<file path="src/bbc_pkg.sv">
// Package: shared types and constants of the bracket balance checker.
package bbc_pkg;

  localparam int SCORE_W = 64;
  localparam int COUNT_W = 7;
  localparam int STATUS_W = 2;
  localparam int CODE_W = 2;
  localparam int QUEUE_DEPTH = 4;

  localparam logic [7:0] CH_OPEN_PAREN = 8'h28;
  localparam logic [7:0] CH_OPEN_SQUARE = 8'h5B;
  localparam logic [7:0] CH_OPEN_CURLY = 8'h7B;
  localparam logic [7:0] CH_OPEN_ANGLE = 8'h3C;
  localparam logic [7:0] CH_CLOSE_PAREN = 8'h29;
  localparam logic [7:0] CH_CLOSE_SQUARE = 8'h5D;
  localparam logic [7:0] CH_CLOSE_CURLY = 8'h7D;
  localparam logic [7:0] CH_CLOSE_ANGLE = 8'h3E;

  localparam logic [CODE_W-1:0] BR_PAREN = 2'd0;
  localparam logic [CODE_W-1:0] BR_SQUARE = 2'd1;
  localparam logic [CODE_W-1:0] BR_CURLY = 2'd2;
  localparam logic [CODE_W-1:0] BR_ANGLE = 2'd3;

  localparam logic [STATUS_W-1:0] ST_BALANCED = 2'd0;
  localparam logic [STATUS_W-1:0] ST_INCOMPLETE = 2'd1;
  localparam logic [STATUS_W-1:0] ST_CORRUPT = 2'd2;
  localparam logic [STATUS_W-1:0] ST_OVERFLOW = 2'd3;

  localparam logic FUNC_CHAR = 1'b0;
  localparam logic FUNC_EOL = 1'b1;

  typedef enum logic [1:0] {
    OP_PUSH,
    OP_CLOSE,
    OP_EOL
  } op_kind_t;

  typedef struct packed {
    op_kind_t kind;
    logic [CODE_W-1:0] code;
  } op_t;

endpackage

</file>
<file path="src/bbc_ifs.sv">


interface bbc_out_if;
  logic valid;
  logic ready;
  logic [1:0] line_status;
  logic [63:0] completion_score;
  logic [6:0] open_count;
  modport source(output valid, output line_status, output completion_score,
                 output open_count, input ready);
  modport sink(input valid, input line_status, input completion_score,
               input open_count, output ready);
endinterface

</file>
<file path="src/bbc_ram.sv">
// Generic single-write, single-read RAM with registered read data.
module bbc_ram #(
  parameter int WIDTH = 2,
  parameter int DEPTH = 64
) (
  input  logic                     clk,
  input  logic                     wr_en,
  input  logic [$clog2(DEPTH)-1:0] wr_addr,
  input  logic [WIDTH-1:0]         wr_data,
  input  logic [$clog2(DEPTH)-1:0] rd_addr,
  output logic [WIDTH-1:0]         rd_data
);

  logic [WIDTH-1:0] mem [DEPTH];

  always_ff @(posedge clk) begin
    if (wr_en) begin
      mem[wr_addr] <= wr_data;
    end
    rd_data <= mem[rd_addr];
  end

endmodule

</file>
<file path="src/bbc_back.sv">
// Back end: bracket stack, match check, completion score walk, result register.
module bbc_back
  import bbc_pkg::*;
#(
  parameter int STACK_DEPTH = 64
) (
  input  logic clk,
  input  logic rst,
  input  logic op_valid,
  output logic op_ready,
  input  op_t  op,
  bbc_out_if.source results
);

  localparam int LVL_W = $clog2(STACK_DEPTH + 1);
  localparam int AW = $clog2(STACK_DEPTH);

  localparam logic [1:0] S_IDLE = 2'd0;
  localparam logic [1:0] S_CMP = 2'd1;
  localparam logic [1:0] S_WALK = 2'd2;
  localparam logic [1:0] S_DONE = 2'd3;

  logic [1:0] state, state_next;
  logic [LVL_W-1:0] level, level_next;
  logic [LVL_W-1:0] idx, idx_next;
  logic corrupt, corrupt_next;
  logic overflow, overflow_next;
  logic [CODE_W-1:0] close_code, close_code_next;
  logic [SCORE_W-1:0] score, score_next;
  logic [STATUS_W-1:0] status_hold, status_hold_next;

  logic out_valid;
  logic [STATUS_W-1:0] out_status;
  logic [SCORE_W-1:0] out_score;
  logic [COUNT_W-1:0] out_count;
  logic load;

  logic wr_en;
  logic [AW-1:0] rd_addr;
  logic [CODE_W-1:0] rd_data;
  logic [LVL_W-1:0] level_dec;
  logic [LVL_W-1:0] idx_dec;

  assign level_dec = level - 1'b1;
  assign idx_dec = idx - 1'b1;

  bbc_ram #(
    .WIDTH(CODE_W),
    .DEPTH(STACK_DEPTH)
  ) u_stack (
    .clk    (clk),
    .wr_en  (wr_en),
    .wr_addr(level[AW-1:0]),
    .wr_data(op.code),
    .rd_addr(rd_addr),
    .rd_data(rd_data)
  );

  always_comb begin
    state_next = state;
    level_next = level;
    idx_next = idx;
    corrupt_next = corrupt;
    overflow_next = overflow;
    close_code_next = close_code;
    score_next = score;
    status_hold_next = status_hold;
    op_ready = 1'b0;
    wr_en = 1'b0;
    load = 1'b0;
    rd_addr = (state == S_WALK) ? idx_dec[AW-1:0] : level_dec[AW-1:0];
    unique case (state)
      S_IDLE: begin
        if (op_valid) begin
          op_ready = 1'b1;
          unique case (op.kind)
            OP_PUSH: begin
              if (!corrupt && !overflow) begin
                if (level == LVL_W'(STACK_DEPTH)) begin
                  overflow_next = 1'b1;
                end else begin
                  wr_en = 1'b1;
                  level_next = level + 1'b1;
                end
              end
            end
            OP_CLOSE: begin
              if (!corrupt && !overflow) begin
                if (level == '0) begin
                  corrupt_next = 1'b1;
                end else begin
                  level_next = level_dec;
                  close_code_next = op.code;
                  state_next = S_CMP;
                end
              end
            end
            OP_EOL: begin
              score_next = '0;
              if (overflow) begin
                status_hold_next = ST_OVERFLOW;
                state_next = S_DONE;
              end else if (corrupt) begin
                status_hold_next = ST_CORRUPT;
                state_next = S_DONE;
              end else if (level == '0) begin
                status_hold_next = ST_BALANCED;
                state_next = S_DONE;
              end else begin
                status_hold_next = ST_INCOMPLETE;
                idx_next = level_dec;
                state_next = S_WALK;
              end
            end
            default: begin
              state_next = S_IDLE;
            end
          endcase
        end
      end
      S_CMP: begin
        if (rd_data != close_code) begin
          corrupt_next = 1'b1;
        end
        state_next = S_IDLE;
      end
      S_WALK: begin
        score_next = {score[SCORE_W-3:0], 2'b00} + score
                   + {{(SCORE_W-CODE_W){1'b0}}, rd_data} + 1'b1;
        if (idx == '0) begin
          state_next = S_DONE;
        end else begin
          idx_next = idx_dec;
        end
      end
      S_DONE: begin
        if (!out_valid || results.ready) begin
          load = 1'b1;
          level_next = '0;
          corrupt_next = 1'b0;
          overflow_next = 1'b0;
          state_next = S_IDLE;
        end
      end
      default: begin
        state_next = S_IDLE;
      end
    endcase
  end

  always_ff @(posedge clk) begin
    idx <= idx_next;
    close_code <= close_code_next;
    score <= score_next;
    status_hold <= status_hold_next;
    if (load) begin
      out_status <= status_hold;
      out_score <= score;
      out_count <= COUNT_W'(level);
    end
    if (rst) begin
      state <= S_IDLE;
      level <= '0;
      corrupt <= 1'b0;
      overflow <= 1'b0;
      out_valid <= 1'b0;
    end else begin
      state <= state_next;
      level <= level_next;
      corrupt <= corrupt_next;
      overflow <= overflow_next;
      if (load) begin
        out_valid <= 1'b1;
      end else if (results.ready) begin
        out_valid <= 1'b0;
      end
    end
  end

  assign results.valid = out_valid;
  assign results.line_status = out_status;
  assign results.completion_score = out_score;
  assign results.open_count = out_count;

  a_level_bound: assert property (@(posedge clk) disable iff (rst)
    level <= LVL_W'(STACK_DEPTH))
    else $error("stack level above depth");

  a_cmp_from_idle: assert property (@(posedge clk) disable iff (rst)
    state == S_CMP |-> $past(state) == S_IDLE)
    else $error("compare state not entered from idle");

  a_walk_clean: assert property (@(posedge clk) disable iff (rst)
    state == S_WALK |-> !corrupt && !overflow && idx < level)
    else $error("score walk on flagged line or past stack top");

  a_load_after_done: assert property (@(posedge clk) disable iff (rst)
    load |=> out_valid && level == '0 && !corrupt && !overflow)
    else $error("result load did not clear line state");

endmodule

</file>
<file path="src/flat_wrapper.sv">
// flat-port wrapper written by rule: the top's interface ports become plain ports
module bbc_back_flat import bbc_pkg::*;
#(
  parameter int STACK_DEPTH = 64
)
  (clk, rst, op_valid, op_ready, op, results_valid, results_line_status, results_completion_score, results_open_count, results_ready);
  bbc_out_if results_i ();
  input  logic clk;
  input  logic rst;
  input  logic op_valid;
  output logic op_ready;
  input  op_t op;
  output wire logic [$bits(results_i.valid)-1:0] results_valid;
  output wire logic [$bits(results_i.line_status)-1:0] results_line_status;
  output wire logic [$bits(results_i.completion_score)-1:0] results_completion_score;
  output wire logic [$bits(results_i.open_count)-1:0] results_open_count;
  input wire logic [$bits(results_i.ready)-1:0] results_ready;
  assign results_valid = results_i.valid;
  assign results_line_status = results_i.line_status;
  assign results_completion_score = results_i.completion_score;
  assign results_open_count = results_i.open_count;
  assign results_i.ready = results_ready;
  bbc_back #(.STACK_DEPTH(STACK_DEPTH)) u_core (.clk(clk), .rst(rst), .op_valid(op_valid), .op_ready(op_ready), .op(op), .results(results_i));
endmodule
</file>
<file path="config.mk">
export PLATFORM = sky130hd
export DESIGN_NAME = bbc_back_flat
export DESIGN_NICKNAME = d
export VERILOG_FILES = /design/src/bbc_pkg.sv /design/src/bbc_ifs.sv /design/src/bbc_ram.sv /design/src/bbc_back.sv /design/src/flat_wrapper.sv
export SDC_FILE = /design/constraint.sdc
export NUM_CORES = 1
export LEC_CHECK = 0
export ABC_AREA = 1
export BUFFER_PORTS_ARGS = -buffer_cell sky130_fd_sc_hd__buf_2
export CORE_UTILIZATION = 50
export DETAILED_ROUTE_END_ITERATION = 10
export PLACE_DENSITY_LB_ADDON = 0.25
export SLEW_MARGIN = 15
export SYNTH_ARGS = -nofsm -noshare
export SYNTH_HDL_FRONTEND = slang
export SYNTH_SLANG_ARGS = --single-unit
</file>
<file path="constraint.sdc">
create_clock -name clk -period 5.6 [get_ports clk]
set_clock_uncertainty 0.2 [all_clocks]
set_input_delay 1.4 -clock clk [delete_from_list [all_inputs] [get_ports clk]]
set_output_delay 1.4 -clock clk [all_outputs]
set_load 0.005 [all_outputs]
</file>
==> metrics <==
Max Cap Viol=0; pwr dens=512 nW/um2; I/O pin total=83; die extent in y=190 um; aggregate global-route resource usage=0.258; via count=14600; CP max-delay cell=o21ai_4; final number of setup-violating endpoints=0; kind of critical path=flip-flop to flip-flop; Cells after Synth=2295; Max IR drop VDD=530 uV; Final ANT Viol Nets=0; maximum fanout along the worst path=37; CP cell instances=inv_1 > ha_1 > inv_1 > o21ai_4 > inv_2 > nand3_1 > nand3_1 > nand3_1 > nand3_1 > nand3_1 > nand2_1; Critical path buffers and inverters=3; most common cell after layout, fill and taps aside=nand2_1; most area-consuming cells after synthesis=edfxtp_1 (47%), nand2_1 (17%), inv_1 (9.3%); n_diodes=0; total power=10.0 mW; CP Data Arrival Time=3.70 ns; nets=2461; CTS tree=done; Skew-Pair Late Insertion Delay=0.60 ns; clk root buf=clkbuf_16; DIE AREA=36300 um2; Post-CTS Resized=0; area leader, netlist=edfxtp_1; slowest stage delay, CP=0.79 ns; Iter 0 DRT Violations=1014; EDFF count, synth=276; Crit. Startpoint=u_core.level[1]$_SDFFE_PP0P_; Startpoint Class=flip-flop; CP endpoint kind=flip-flop; Setup TNS Final=0 ns; synthesized flop and latch total=290; Core Footprint=34700 um2; total setup buffers inserted after CTS=0; Max-slew headroom=0.238; Hold WC Path Type=flip-flop to flip-flop; min Tclk post-route=3.41 ns; Max Fclk=293 MHz; RSZ-0062 raised after global routing=false; Finished Core Util=0.563; most frequent cells in the layout=nand2_1 (783), inv_1 (441), edfxtp_1 (276); WL met1=19400 um; Max Used Layer=met4; row count=68; crit-path most repeated cell=nand3_1; Synth async-reset ratio=0; syn_area_per_cell=7.73 um2; fin. max-slew vios=0; hold path startpoint=u_core.status_hold[0]$_SDFFCE_PP1P_; metal2 WL=21900 um; Sink Count=290; grt ovf=0; Post-synth top flop=edfxtp_1; Vias/cell=5.11; CP top delay family=compound AO/OA/AOI/OAI gates; area occupied by multi-input gates=7230 um2; port bufs=82; Critical R2R Launch=u_core.level[1]$_SDFFE_PP0P_; Die W=190 um; register area=8570 um2; vias in the first global route=13931; share of layout cells above drive strength 1=0.0704; worst slew pin tran=1.14 ns; synth warn=0; total routed wirelength=45600 um; DRC Markers=0; Synth Net Count=2378; H-tree Lvls=1; Area Overhead vs Synth=10.2%; CTS max path bufs=3; Tcrit/Tclk final=0.609; RD Place Congestion=0.966; hold_buf cts=0; first-pass GRT wire length=72800 um; status=complete, no violations; Netlist cell types=46; Filler Cell Count=3268; initial antenna violation count=1; Hold Violations, Final=0; initial core utilization=0.511; Worst-path clk slew=0.06 ns; router iterations before antenna repair=6; P_leak=9.40 nW; WL per Instance=16.0 um; share of the synthesized area in the top cell type=0.467; CP required=5.89 ns; DR WL met3=2310 um; pin count of the biggest net entering global routing=68; CTS Buf Count=31; sequential element share of the synthesized area=0.483; dpl hpwl=33700 um; mapped cell area=17700 um2
## metrics by stage
step	instance area [um2]	cells	worst slack (ns)	hold WS [ns]
5_1_grt	19600	2857	1.88	0.237
3_3_place_gp	18500	2800	2.18	0.201
6_report	19600	2857	2.19	0.227
3_5_place_dp	18500	2800	2.14	0.210
2_1_floorplan	17800	2295	0.900	0.200
4_1_cts	19600	2857	2.18	0.225
## kinds of logic (layout without fill, tap and decap cells)
group           Yosys count  after routing  synth area share
simple gates           1234           1234             0.284
buf+inv                 488            595             0.111
flops                   290            290             0.483
compound gates          200            200            0.0640
fa+ha+maj                75             75            0.0533
xor+xnor                  8              8           0.00501
## report_power, final
| group | internal (mW) | total, mW | switching (mW) | leakage, nW |
|---|---|---|---|---|
| logic | 1.45 | 4.95 | 3.49 | 6.26 |
| clock network | 1.22 | 2.07 | 0.852 | 0.506 |
| registers | 2.77 | 3.00 | 0.230 | 2.63 |
| total | 5.44 | 10.0 | 4.58 | 9.40 |
## cells in the mapped netlist (3+ instances only)
cell / count
o21ai_1: 17
and3_1: 5
inv_1: 441
nand3_1: 167
dfxtp_1: 14
o21ai_0: 40
xor2_1: 4
and2_1: 7
buf_2: 9
inv_2: 8
o21bai_1: 6
nor2_2: 4
ha_1: 74
o21ai_2: 3
buf_6: 14
clkbuf_1: 7
o21a_1: 7
a21oi_1: 108
nor4_1: 5
edfxtp_1: 276
buf_4: 5
nor2_1: 218
xnor2_1: 3
nor3_1: 21
o21ai_4: 4
o211ai_1: 7
nand2_2: 5
nand4_1: 12
nand2_1: 783
## cell type report
cell class	instances	share of cell area
inverter	452	0.0870
clock buffer	40	0.0440
clock inverter	17	0.00883
sequential	290	0.438
tap	455	0.0291
multi-input combinational	1517	0.370
timing repair buffer	86	0.0232
## metal layers
| layer | global-route usage | vias up |
|---|---|---|
| met5 | 0 | - |
| met4 | 0.0985 | 0 |
| met3 | 0.0340 | 94 |
| met2 | 0.452 | 412 |
| met1 | 0.321 | 6634 |
| li1 | - | 7460 |
## final timing paths
| path | slack, ns | cells past startpoint | to |
|---|---|---|---|
| max | 2.19 | 11 | u_core.u_stack.rd_data[0]$_DFF_P_ |
| min | 0.23 | 0 | u_core.results.line_status[0]$_DFFE_PP_ |
| max reg2reg | 2.19 | 11 | u_core.u_stack.rd_data[0]$_DFF_P_ |
| min reg2reg | 0.23 | 0 | u_core.results.line_status[0]$_DFFE_PP_ |
## worst reg2reg max path, delay by kind of cell, from the launching register on
family          cells  cell delay (ns)
flops               1             0.59
simple gates        6             0.68
compound gates      1             0.79
fa+ha+maj           1             0.30
buf+inv             3             0.74
## state kept, by name, summed over array words and instances (netlist names)
register                         cells
u_core.u_stack.mem                 128
u_core.results.completion_score     64
u_core.score                        64
u_core.idx                           7
u_core.level                         7
u_core.results.open_count            7
u_core.close_code                    2
u_core.results.line_status           2
u_core.state                         2
u_core.status_hold                   2
u_core.u_stack.rd_data               2
u_core.corrupt                       1
u_core.overflow                      1
u_core.results.valid                 1
Note: power is estimated with default switching activity, not from simulation.
